$ cat src/hw/rtl/sha256_pkg.sv
`default_nettype none
package sha256_pkg;

   localparam int WordWidth  = 32;
   localparam int FifoDepth  = 4;

   typedef logic [31:0] word_type;

   typedef struct packed {
      logic [1:0]  kind;
      logic [31:0] data;
   } cmd_type;

   localparam logic [1:0] CmdData   = 2'd0;
   localparam logic [1:0] CmdPadEnd = 2'd1;
   localparam logic [1:0] CmdLenHi  = 2'd2;
   localparam logic [1:0] CmdLenLo  = 2'd3;

   function automatic logic [31:0] round_const(input logic [5:0] idx);
      logic [31:0] k [64];
      k = '{
         32'h428a2f98, 32'h71374491, 32'hb5c0fbcf, 32'he9b5dba5,
         32'h3956c25b, 32'h59f111f1, 32'h923f82a4, 32'hab1c5ed5,
         32'hd807aa98, 32'h12835b01, 32'h243185be, 32'h550c7dc3,
         32'h72be5d74, 32'h80deb1fe, 32'h9bdc06a7, 32'hc19bf174,
         32'he49b69c1, 32'hefbe4786, 32'h0fc19dc6, 32'h240ca1cc,
         32'h2de92c6f, 32'h4a7484aa, 32'h5cb0a9dc, 32'h76f988da,
         32'h983e5152, 32'ha831c66d, 32'hb00327c8, 32'hbf597fc7,
         32'hc6e00bf3, 32'hd5a79147, 32'h06ca6351, 32'h14292967,
         32'h27b70a85, 32'h2e1b2138, 32'h4d2c6dfc, 32'h53380d13,
         32'h650a7354, 32'h766a0abb, 32'h81c2c92e, 32'h92722c85,
         32'ha2bfe8a1, 32'ha81a664b, 32'hc24b8b70, 32'hc76c51a3,
         32'hd192e819, 32'hd6990624, 32'hf40e3585, 32'h106aa070,
         32'h19a4c116, 32'h1e376c08, 32'h2748774c, 32'h34b0bcb5,
         32'h391c0cb3, 32'h4ed8aa4a, 32'h5b9cca4f, 32'h682e6ff3,
         32'h748f82ee, 32'h78a5636f, 32'h84c87814, 32'h8cc70208,
         32'h90befffa, 32'ha4506ceb, 32'hbef9a3f7, 32'hc67178f2};
      return k[idx];
   endfunction

   function automatic logic [31:0] init_hash(input logic [2:0] idx);
      logic [31:0] h [8];
      h = '{32'h6a09e667, 32'hbb67ae85, 32'h3c6ef372, 32'ha54ff53a,
            32'h510e527f, 32'h9b05688c, 32'h1f83d9ab, 32'h5be0cd19};
      return h[idx];
   endfunction

   function automatic logic [31:0] rotr(input logic [31:0] x, input int n);
      return (x >> n) | (x << (32 - n));
   endfunction

endpackage
`default_nettype wire

$ cat src/hw/rtl/sha256_stream_hasher.sv
`default_nettype none
// SHA-256 over a stream of big-endian 32-bit words (first byte in bits 31:24);
// mark the final word with end_of_message and valid_bytes 0..4. Eight digest
// words follow, index 0 first, and the block restarts from the initial vector.
// A front end pads the final word and appends the bit length into a small
// command queue; the back end adds the remaining padding, fills a 16-word
// window and runs one round per cycle with its single round unit, and takes
// no commands while it compresses a block or sends the digest.
module sha256_stream_hasher
   import sha256_pkg::*;
#(
   parameter int QueueDepth = FifoDepth
) (
   input  wire logic        clock,
   input  wire logic        reset,
   input  wire logic        req_valid,
   output logic             req_ready,
   input  wire logic [31:0] req_message_word,
   input  wire logic [2:0]  req_valid_bytes,
   input  wire logic        req_end_of_message,
   output logic             rsp_valid,
   input  wire logic        rsp_ready,
   output logic [31:0]      rsp_digest_word,
   output logic [2:0]       rsp_word_index,
   output logic             rsp_last_word
);
   logic    f_valid, f_ready, b_valid, b_ready;
   cmd_type f_cmd, b_cmd;

   sha256_front u_front (
      .clock, .reset, .req_valid, .req_ready, .req_message_word,
      .req_valid_bytes, .req_end_of_message,
      .cmd_valid(f_valid), .cmd_ready(f_ready), .cmd(f_cmd));

   sha256_fifo #(.Depth(QueueDepth)) u_fifo (
      .clock, .reset, .wr_valid(f_valid), .wr_ready(f_ready), .wr_data(f_cmd),
      .rd_valid(b_valid), .rd_ready(b_ready), .rd_data(b_cmd));

   sha256_back u_back (
      .clock, .reset, .cmd_valid(b_valid), .cmd_ready(b_ready), .cmd(b_cmd),
      .rsp_valid, .rsp_ready, .rsp_digest_word, .rsp_word_index, .rsp_last_word);
endmodule
`default_nettype wire

$ cat src/hw/rtl/sha256_front.sv
`default_nettype none
module sha256_front
   import sha256_pkg::*;
(
   input  wire logic        clock,
   input  wire logic        reset,
   input  wire logic        req_valid,
   output logic             req_ready,
   input  wire logic [31:0] req_message_word,
   input  wire logic [2:0]  req_valid_bytes,
   input  wire logic        req_end_of_message,
   output logic             cmd_valid,
   input  wire logic        cmd_ready,
   output cmd_type          cmd
);
   // final word issues padded word, then length hi, length lo
   typedef enum logic [2:0] {
      StIdle  = 3'b001,
      StLenHi = 3'b010,
      StLenLo = 3'b100
   } st_type;

   st_type      st_ff, st_in;
   logic [63:0] count_ff, count_in;
   logic [2:0]  vb;
   logic [31:0] mask, padded;

   always_comb begin
      vb = (req_valid_bytes > 3'd4) ? 3'd4 : req_valid_bytes;
      case (vb)
         3'd0:    mask = 32'h0000_0000;
         3'd1:    mask = 32'hff00_0000;
         3'd2:    mask = 32'hffff_0000;
         3'd3:    mask = 32'hffff_ff00;
         default: mask = 32'hffff_ffff;
      endcase
      case (vb)
         3'd0:    padded = 32'h8000_0000;
         3'd1:    padded = (req_message_word & mask) | 32'h0080_0000;
         3'd2:    padded = (req_message_word & mask) | 32'h0000_8000;
         3'd3:    padded = (req_message_word & mask) | 32'h0000_0080;
         default: padded = req_message_word;
      endcase
   end

   always_comb begin
      st_in     = st_ff;
      count_in  = count_ff;
      req_ready = 1'b0;
      cmd_valid = 1'b0;
      cmd       = '{kind: CmdData, data: req_message_word};
      case (st_ff)
         StIdle: begin
            req_ready = cmd_ready;
            cmd_valid = req_valid;
            if (req_end_of_message) begin
               cmd.kind = (vb == 3'd4) ? CmdData : CmdPadEnd;
               cmd.data = padded;
            end
            if (req_valid && cmd_ready) begin
               if (req_end_of_message) begin
                  count_in = count_ff + 64'(vb);
                  st_in    = StLenHi;
               end else begin
                  count_in = count_ff + 64'd4;
               end
            end
         end
         StLenHi: begin
            cmd_valid = 1'b1;
            cmd       = '{kind: CmdLenHi, data: count_ff[60:29]};
            if (cmd_ready) st_in = StLenLo;
         end
         StLenLo: begin
            cmd_valid = 1'b1;
            cmd       = '{kind: CmdLenLo, data: {count_ff[28:0], 3'b000}};
            if (cmd_ready) begin
               st_in    = StIdle;
               count_in = '0;
            end
         end
         default: st_in = StIdle;
      endcase
   end

   // a full final word still needs its 0x80 word: back adds it when LenHi comes without PadEnd
   always_ff @(posedge clock) begin
      if (reset) begin
         st_ff    <= StIdle;
         count_ff <= '0;
      end else begin
         st_ff    <= st_in;
         count_ff <= count_in;
      end
   end

   assert property (@(posedge clock) disable iff (reset)
      (st_ff != StIdle) |-> !req_ready)
      else $error("input taken while emitting length");
   assert property (@(posedge clock) disable iff (reset)
      (st_ff == StLenHi && cmd_ready) |=> (st_ff == StLenLo))
      else $error("length words out of order");
   assert property (@(posedge clock) disable iff (reset)
      (st_ff == StLenLo && cmd_ready) |=> (count_ff == '0))
      else $error("count not cleared");
endmodule
`default_nettype wire

$ cat src/hw/rtl/sha256_fifo.sv
`default_nettype none
module sha256_fifo
   import sha256_pkg::*;
#(
   parameter int Depth = FifoDepth
) (
   input  wire logic    clock,
   input  wire logic    reset,
   input  wire logic    wr_valid,
   output logic         wr_ready,
   input  wire cmd_type wr_data,
   output logic         rd_valid,
   input  wire logic    rd_ready,
   output cmd_type      rd_data
);
   localparam int AW = (Depth > 1) ? $clog2(Depth) : 1;
   cmd_type           mem_ff [Depth];
   logic [AW-1:0]     wp_ff, rp_ff;
   logic [AW:0]       cnt_ff;
   logic              push, pop;

   assign wr_ready = (cnt_ff != (AW+1)'(Depth));
   assign rd_valid = (cnt_ff != '0);
   assign rd_data  = mem_ff[rp_ff];
   assign push     = wr_valid && wr_ready;
   assign pop      = rd_valid && rd_ready;

   always_ff @(posedge clock) begin
      if (push) mem_ff[wp_ff] <= wr_data;
   end

   always_ff @(posedge clock) begin
      if (reset) begin
         wp_ff  <= '0;
         rp_ff  <= '0;
         cnt_ff <= '0;
      end else begin
         if (push) wp_ff <= (wp_ff == AW'(Depth-1)) ? '0 : wp_ff + 1'b1;
         if (pop)  rp_ff <= (rp_ff == AW'(Depth-1)) ? '0 : rp_ff + 1'b1;
         cnt_ff <= cnt_ff + (AW+1)'(push) - (AW+1)'(pop);
      end
   end

   assert property (@(posedge clock) disable iff (reset)
      cnt_ff <= (AW+1)'(Depth))
      else $error("fifo overflow");
   assert property (@(posedge clock) disable iff (reset)
      (push && !pop) |=> (cnt_ff == $past(cnt_ff) + 1'b1))
      else $error("fifo count slip");
   assert property (@(posedge clock) disable iff (reset)
      (pop && !push) |=> (cnt_ff == $past(cnt_ff) - 1'b1))
      else $error("fifo count slip");
endmodule
`default_nettype wire

$ cat src/hw/rtl/sha256_back.sv
`default_nettype none
module sha256_back
   import sha256_pkg::*;
(
   input  wire logic        clock,
   input  wire logic        reset,
   input  wire logic        cmd_valid,
   output logic             cmd_ready,
   input  wire cmd_type     cmd,
   output logic             rsp_valid,
   input  wire logic        rsp_ready,
   output logic [31:0]      rsp_digest_word,
   output logic [2:0]       rsp_word_index,
   output logic             rsp_last_word
);
   // Loading: take commands. Round: 64 rounds. Add: fold into hash. Output: 8 digest words.
   typedef enum logic [3:0] {
      StLoad  = 4'b0001,
      StRound = 4'b0010,
      StAdd   = 4'b0100,
      StOut   = 4'b1000
   } st_type;

   st_type      st_ff, st_in;
   word_type    h_ff [8];
   word_type    v_ff [8];
   word_type    w_ff [16];
   logic [3:0]  fill_ff, fill_in;
   logic [5:0]  rnd_ff;
   logic [2:0]  oidx_ff;
   // pad_ff: a full final word was pushed, 0x80 word still owed
   // zfill_ff: zero-fill until fill==14, then expect length
   logic        pad_ff, zfill_ff, fin_ff;

   logic        push;
   word_type    push_word;
   logic        take;
   logic        owe;
   word_type    wt, s0, s1, t1, t2, wa, wb;

   always_comb begin
      wa = w_ff[4'(rnd_ff - 6'd2)];
      wb = w_ff[4'(rnd_ff - 6'd15)];
      s1 = rotr(wa, 17) ^ rotr(wa, 19) ^ (wa >> 10);
      s0 = rotr(wb, 7) ^ rotr(wb, 18) ^ (wb >> 3);
      wt = (rnd_ff < 6'd16) ? w_ff[rnd_ff[3:0]]
         : s1 + w_ff[4'(rnd_ff - 6'd7)] + s0 + w_ff[rnd_ff[3:0]];
      t1 = v_ff[7] + (rotr(v_ff[4], 6) ^ rotr(v_ff[4], 11) ^ rotr(v_ff[4], 25))
         + ((v_ff[4] & v_ff[5]) ^ (~v_ff[4] & v_ff[6])) + round_const(rnd_ff) + wt;
      t2 = (rotr(v_ff[0], 2) ^ rotr(v_ff[0], 13) ^ rotr(v_ff[0], 22))
         + ((v_ff[0] & v_ff[1]) ^ (v_ff[0] & v_ff[2]) ^ (v_ff[1] & v_ff[2]));
   end

   // in load state: priority owed pad word, then zero fill, then commands
   // full final word: front sends CmdData then LenHi; a LenHi without a
   // preceding PadEnd stays queued while the pad word and zeros go in
   always_comb begin
      push      = 1'b0;
      push_word = cmd.data;
      take      = 1'b0;
      owe       = 1'b0;
      cmd_ready = 1'b0;
      if (st_ff == StLoad) begin
         if (pad_ff) begin
            push      = 1'b1;
            push_word = 32'h8000_0000;
         end else if (zfill_ff && fill_ff != 4'd14) begin
            push      = 1'b1;
            push_word = '0;
         end else if (cmd_valid && cmd.kind == CmdLenHi && !zfill_ff) begin
            owe       = 1'b1;
         end else begin
            cmd_ready = 1'b1;
            take      = cmd_valid;
            push      = cmd_valid;
         end
      end
   end

   assign fill_in = fill_ff + 4'd1;

   always_comb begin
      st_in = st_ff;
      case (st_ff)
         StLoad:  if (push && fill_ff == 4'd15) st_in = StRound;
         StRound: if (rnd_ff == 6'd63) st_in = StAdd;
         StAdd:   st_in = fin_ff ? StOut : StLoad;
         StOut:   if (rsp_ready && oidx_ff == 3'd7) st_in = StLoad;
         default: st_in = StLoad;
      endcase
   end

   assign rsp_valid       = (st_ff == StOut);
   assign rsp_digest_word = h_ff[oidx_ff];
   assign rsp_word_index  = oidx_ff;
   assign rsp_last_word   = (oidx_ff == 3'd7);

   always_ff @(posedge clock) begin
      if (push) w_ff[fill_ff] <= push_word;
      if (st_ff == StRound) begin
         w_ff[rnd_ff[3:0]] <= wt;
         v_ff[7] <= v_ff[6];
         v_ff[6] <= v_ff[5];
         v_ff[5] <= v_ff[4];
         v_ff[4] <= v_ff[3] + t1;
         v_ff[3] <= v_ff[2];
         v_ff[2] <= v_ff[1];
         v_ff[1] <= v_ff[0];
         v_ff[0] <= t1 + t2;
      end else begin
         for (int i = 0; i < 8; i++) v_ff[i] <= h_ff[i];
      end
   end

   always_ff @(posedge clock) begin
      if (reset) begin
         st_ff    <= StLoad;
         fill_ff  <= '0;
         rnd_ff   <= '0;
         oidx_ff  <= '0;
         pad_ff   <= 1'b0;
         zfill_ff <= 1'b0;
         fin_ff   <= 1'b0;
         for (int i = 0; i < 8; i++) h_ff[i] <= init_hash(3'(i));
      end else begin
         st_ff <= st_in;
         if (push) fill_ff <= fill_in;
         if (push && pad_ff) pad_ff <= 1'b0;
         if (take) begin
            case (cmd.kind)
               CmdPadEnd: zfill_ff <= 1'b1;
               CmdLenHi:  begin
                  pad_ff   <= 1'b0;
                  zfill_ff <= 1'b0;
               end
               CmdLenLo:  fin_ff <= 1'b1;
               default:   ;
            endcase
         end
         if (owe) begin
            pad_ff   <= 1'b1;
            zfill_ff <= 1'b1;
         end
         if (st_ff == StRound) rnd_ff <= rnd_ff + 6'd1;
         if (st_ff == StAdd) begin
            for (int i = 0; i < 8; i++) h_ff[i] <= h_ff[i] + v_ff[i];
         end
         if (st_ff == StOut && rsp_ready) begin
            oidx_ff <= oidx_ff + 3'd1;
            if (oidx_ff == 3'd7) begin
               fin_ff <= 1'b0;
               for (int i = 0; i < 8; i++) h_ff[i] <= init_hash(3'(i));
            end
         end
      end
   end

   assert property (@(posedge clock) disable iff (reset)
      (st_ff == StRound && rnd_ff == 6'd63) |=> (st_ff == StAdd))
      else $error("round count slip");
   assert property (@(posedge clock) disable iff (reset)
      rsp_valid |-> (st_ff == StOut && !cmd_ready))
      else $error("load during output");
   assert property (@(posedge clock) disable iff (reset)
      (st_ff == StOut) |-> (fill_ff == 4'd0))
      else $error("digest with partial block");
endmodule
`default_nettype wire
$ cat config.mk
export PLATFORM = sky130hd
export DESIGN_NAME = sha256_stream_hasher
export DESIGN_NICKNAME = d
export VERILOG_FILES = /design/src/hw/rtl/sha256_pkg.sv /design/src/hw/rtl/sha256_stream_hasher.sv /design/src/hw/rtl/sha256_front.sv /design/src/hw/rtl/sha256_fifo.sv /design/src/hw/rtl/sha256_back.sv
export SDC_FILE = /design/constraint.sdc
export NUM_CORES = 2
export LEC_CHECK = 0
export ABC_AREA = 1
export BUFFER_PORTS_ARGS = -buffer_cell sky130_fd_sc_hd__buf_2
export CAP_MARGIN = 0
export CORE_UTILIZATION = 30
export DETAILED_ROUTE_END_ITERATION = 10
export GPL_TIMING_DRIVEN = 1
export SLEW_MARGIN = 20
export SYNTH_ARGS = -nofsm -noshare
export SYNTH_HDL_FRONTEND = slang
export SYNTH_SLANG_ARGS = --single-unit
$ cat constraint.sdc
create_clock -name clock -period 23.2 [get_ports clock]
set_input_delay 2.32 -clock clock [delete_from_list [all_inputs] [get_ports clock]]
set_output_delay 2.32 -clock clock [all_outputs]
set_load 0.01 [all_outputs]
==> results.sh <==
export IMPL_yosysUniqueCellTypes=83
export IMPL_rsz0062_at_grt="no"
export IMPL_synth_compound_area_share=0.223
export IMPL_hpwl_microns=262000
export IMPL_path_max_fanout=79
export IMPL_finalSetupViolCount=0
export IMPL_cts_resized=0
export IMPL_ant_nets=0
export IMPL_critical_path_class="register to register"
export IMPL_worstMarginPinSlew_ns=1.19
export IMPL_grt_pass1_wl_microns=532000
export IMPL_final_area_sq_um=97900
export IMPL_drcViolationCount=0
export IMPL_combPwrFrac=0.626
export IMPL_finalHoldViolations=0
export IMPL_drive_gt1_frac=0.0593
export IMPL_worst_path_largest_cell_delay_ns=0.81
export IMPL_post_drt_wl_per_cell_microns=24.2
export IMPL_grt_usage=0.238
export IMPL_post_cts_buffers=0
export IMPL_dr_pass1_iters=9
export IMPL_gp_congestion=1.02
export IMPL_port_buffer_count=77
export IMPL_cts_root_buf="clkbuf_16"
export IMPL_synth_fa_ha_area_frac=0.104
export IMPL_switchingPower_uw=7290
export IMPL_synthMuxAreaShare=0.00523
export IMPL_internal_power_uw=7100
export IMPL_synthArstFlopShare=0
export IMPL_start_kind="register"
export IMPL_synth_cells=11400
export IMPL_cp_arrival_ns=14.31
export IMPL_vias_per_cell=5.55
export IMPL_maxCapViolCount=0
export IMPL_synth_edf_count=776
export IMPL_place_area_sq_um=92800
export IMPL_core_area_sq_um=294000
export IMPL_cts_htree_levels=4
export IMPL_endpoint_kind="register"
export IMPL_fp_dieW_microns=545
export IMPL_boundaryPins=78
export IMPL_synthXorXnorAreaFrac=0.0396
export IMPL_clkLatencyLatePin_ns=0.88
export IMPL_ir_drop_mv=0.194
export IMPL_grt_pass1_vias=77000
export IMPL_synth_area_per_cell_sq_um=7.79
export IMPL_status="finished clean"
export IMPL_rows=199
export IMPL_synth_simple_area_share=0.166
export IMPL_grt_max_degree=152
export IMPL_overflow=0
export IMPL_ctsHoldBuffers=0
export IMPL_sw_frac_of_total=0.506
export IMPL_ys_flop_type="edfxtp_1"
export IMPL_cts_buffers=159
export IMPL_yosys_warnings=0
export IMPL_clkPwrFrac=0.174
export IMPL_skew_ns=0.0920
export IMPL_die_h_microns=545
export IMPL_synth_seq_cells=1260
export IMPL_required_ns=23.84
export IMPL_period_share=0.589
export IMPL_clkSlewWorstSetupHoldPaths_ns=0.06
export IMPL_max_slew_margin_rel=0.209
export IMPL_synth_area_leader_cell="edfxtp_1"
export IMPL_power_frac_seq=0.200
export IMPL_timing_fmax_ghz=0.0732
export IMPL_min_period_ns=13.67
export IMPL_start_util=0.301
export IMPL_synth_top_area_frac=0.263
export IMPL_synth_area_sq_um=88500
export IMPL_finalWirelength_microns=367000
export IMPL_synth_nets=12000
export IMPL_power_density_nw_per_um2=147
export IMPL_cp_slowest_cell="dfxtp_4"
export IMPL_die_area_sq_um=297000
export IMPL_drt_iter0_markers=11100
export IMPL_synth_top_family_by_area="compound AO/OA/AOI/OAI gates"
export IMPL_ys_seq_area_frac=0.373
export IMPL_vias=84400
export IMPL_cts_tree="built"
export IMPL_cts_sinks=1260
export IMPL_p_leak_uw=0.0391
export IMPL_cts_buffer_depth=4
export IMPL_antenna_found_initial=9
export IMPL_maxSlewViolCount=0
export IMPL_netlist_top_cells_area="edfxtp_1 (26%), dfxtp_1 (11%), nand2_1 (8.2%)"
export IMPL_nets=11800
export IMPL_cpMostUsedCell="o21ai_0"
export IMPL_syn_to_final_growth_pct=10.5
export IMPL_nFillCells=31100
export IMPL_hp_class="register to register"
export IMPL_fin_tns_setup_ns=0
==> registers in the layout, summed over array words and instances, names as in the netlist, named ones only <==
signal and count:
u_back.fill_ff 4, u_back.fin_ff 1, u_back.h_ff 256, u_back.pad_ff 1, u_back.rnd_ff 6, u_back.rsp_word_index 3, u_back.st_ff 4, u_back.v_ff 256
u_back.w_ff 512, u_back.zfill_ff 1, u_fifo.cnt_ff 3, u_fifo.mem_ff 136, u_fifo.rp_ff 2, u_fifo.wp_ff 2, u_front.count_ff 61, u_front.st_ff 3
==> per-stage QoR <==
step,std cells,setup slack (ns),power [uW],hold WS [ns],util
6_report,15200,9.53,14400,0.459,0.333
5_1_grt,15200,8.89,15300,0.480,0.333
4_1_cts,15200,9.88,14200,0.458,0.333
3_5_place_dp,14900,10.03,11600,0.454,0.316
3_3_place_gp,14900,9.67,11700,0.440,0.316
2_1_floorplan,11400,13.06,8700,0.422,-
==> area by class of cell <==
class	instances	area (sq um)	share of cell area
tap	3919	4900	0.0501
inverter	1397	5280	0.0539
sequential	1260	33000	0.337
multi-input combinational	8110	48000	0.490
clock buffer	202	4330	0.0442
antenna	6	15.0	0.000153
clock inverter	75	731	0.00747
timing repair buffer	231	1600	0.0163
==> cell usage in the layout (no fill, tap or decap), types with 47 or more instances in the layout <==
master / instances
or2_2: 66
nand3_1: 589
nand4_1: 64
xnor2_1: 182
o211ai_1: 144
fa_1: 197
nor3_1: 108
edfxtp_1: 776
ha_1: 417
clkbuf_16: 163
a21oi_1: 1205
dfxtp_1: 474
o21ai_1: 115
o21ai_0: 1367
nand2_1: 1926
buf_2: 77
buf_4: 150
inv_1: 1365
a31oi_1: 103
nor2_1: 653
o22ai_1: 173
a221oi_1: 63
o21a_1: 48
o221ai_1: 47
xor2_1: 218
==> synthesized netlist by cell type (63+ instances only) <==
cell and count:
inv_1 1370, xor2_1 218, nand4_1 64, nor3_1 108, nand2_1 1928, o211ai_1 144
clkbuf_1 390, o21ai_0 1384, nor2_1 677, a31oi_1 103, a221oi_1 63, fa_1 197
dfxtp_1 484, o22ai_1 174, o21ai_1 107, ha_1 421, xnor2_1 182, edfxtp_1 776
nand3_1 589, buf_2 112, or2_2 66, a21oi_1 1205
==> worst paths after layout <==
| check | depth (start not counted) | to | slack (ns) | start |
|---|---|---|---|---|
| max reg2reg | 44 | u_back.v_ff[0][30]$_DFF_P_ | 9.53 | u_back.rnd_ff[0]$_SDFFE_PP0P_ |
| max | 44 | u_back.v_ff[0][30]$_DFF_P_ | 9.53 | u_back.rnd_ff[0]$_SDFFE_PP0P_ |
| min reg2reg | 2 | u_back.v_ff[3][55]$_DFF_P_ | 0.46 | u_back.v_ff[3][23]$_DFF_P_ |
| min | 2 | u_back.v_ff[3][55]$_DFF_P_ | 0.46 | u_back.v_ff[3][23]$_DFF_P_ |
==> per-layer routing <==
metal,GRT usage,wire (microns),up-vias
li1,-,-,38700
met1,0.330,155000,40000
met2,0.360,156000,4781
met3,0.0470,39500,883
met4,0.0950,16600,6
met5,0,39,-
==> cells by family after synthesis <==
| logic type | after synthesis |
|---|---|
| compound gates | 3534 |
| mux | 42 |
| xor+xnor | 400 |
| flops | 1260 |
| buf+inv | 1992 |
| fa+ha+maj | 621 |
| simple gates | 3513 |
==> power groups by stage <==
stage          registers (uW)  logic [uW]  clock network, uW
2_1_floorplan            2900        5790                  0
3_3_place_gp             2920        8800                  0
3_5_place_dp             2930        8700                  0
4_1_cts                  2880        8770               2530
5_1_grt                  2900        9790               2610
6_report                 2880        9000               2500
==> worst max-delay path: cells and delay by family, from the launching register on <==
kind | cells | cell delay (ns)
compound gates | 16 | 4.19
fa+ha+maj | 9 | 4.14
buf+inv | 7 | 2.25
simple gates | 11 | 1.52
flops | 1 | 0.81
xor+xnor | 1 | 0.39
(Power assumes the default switching activity.)
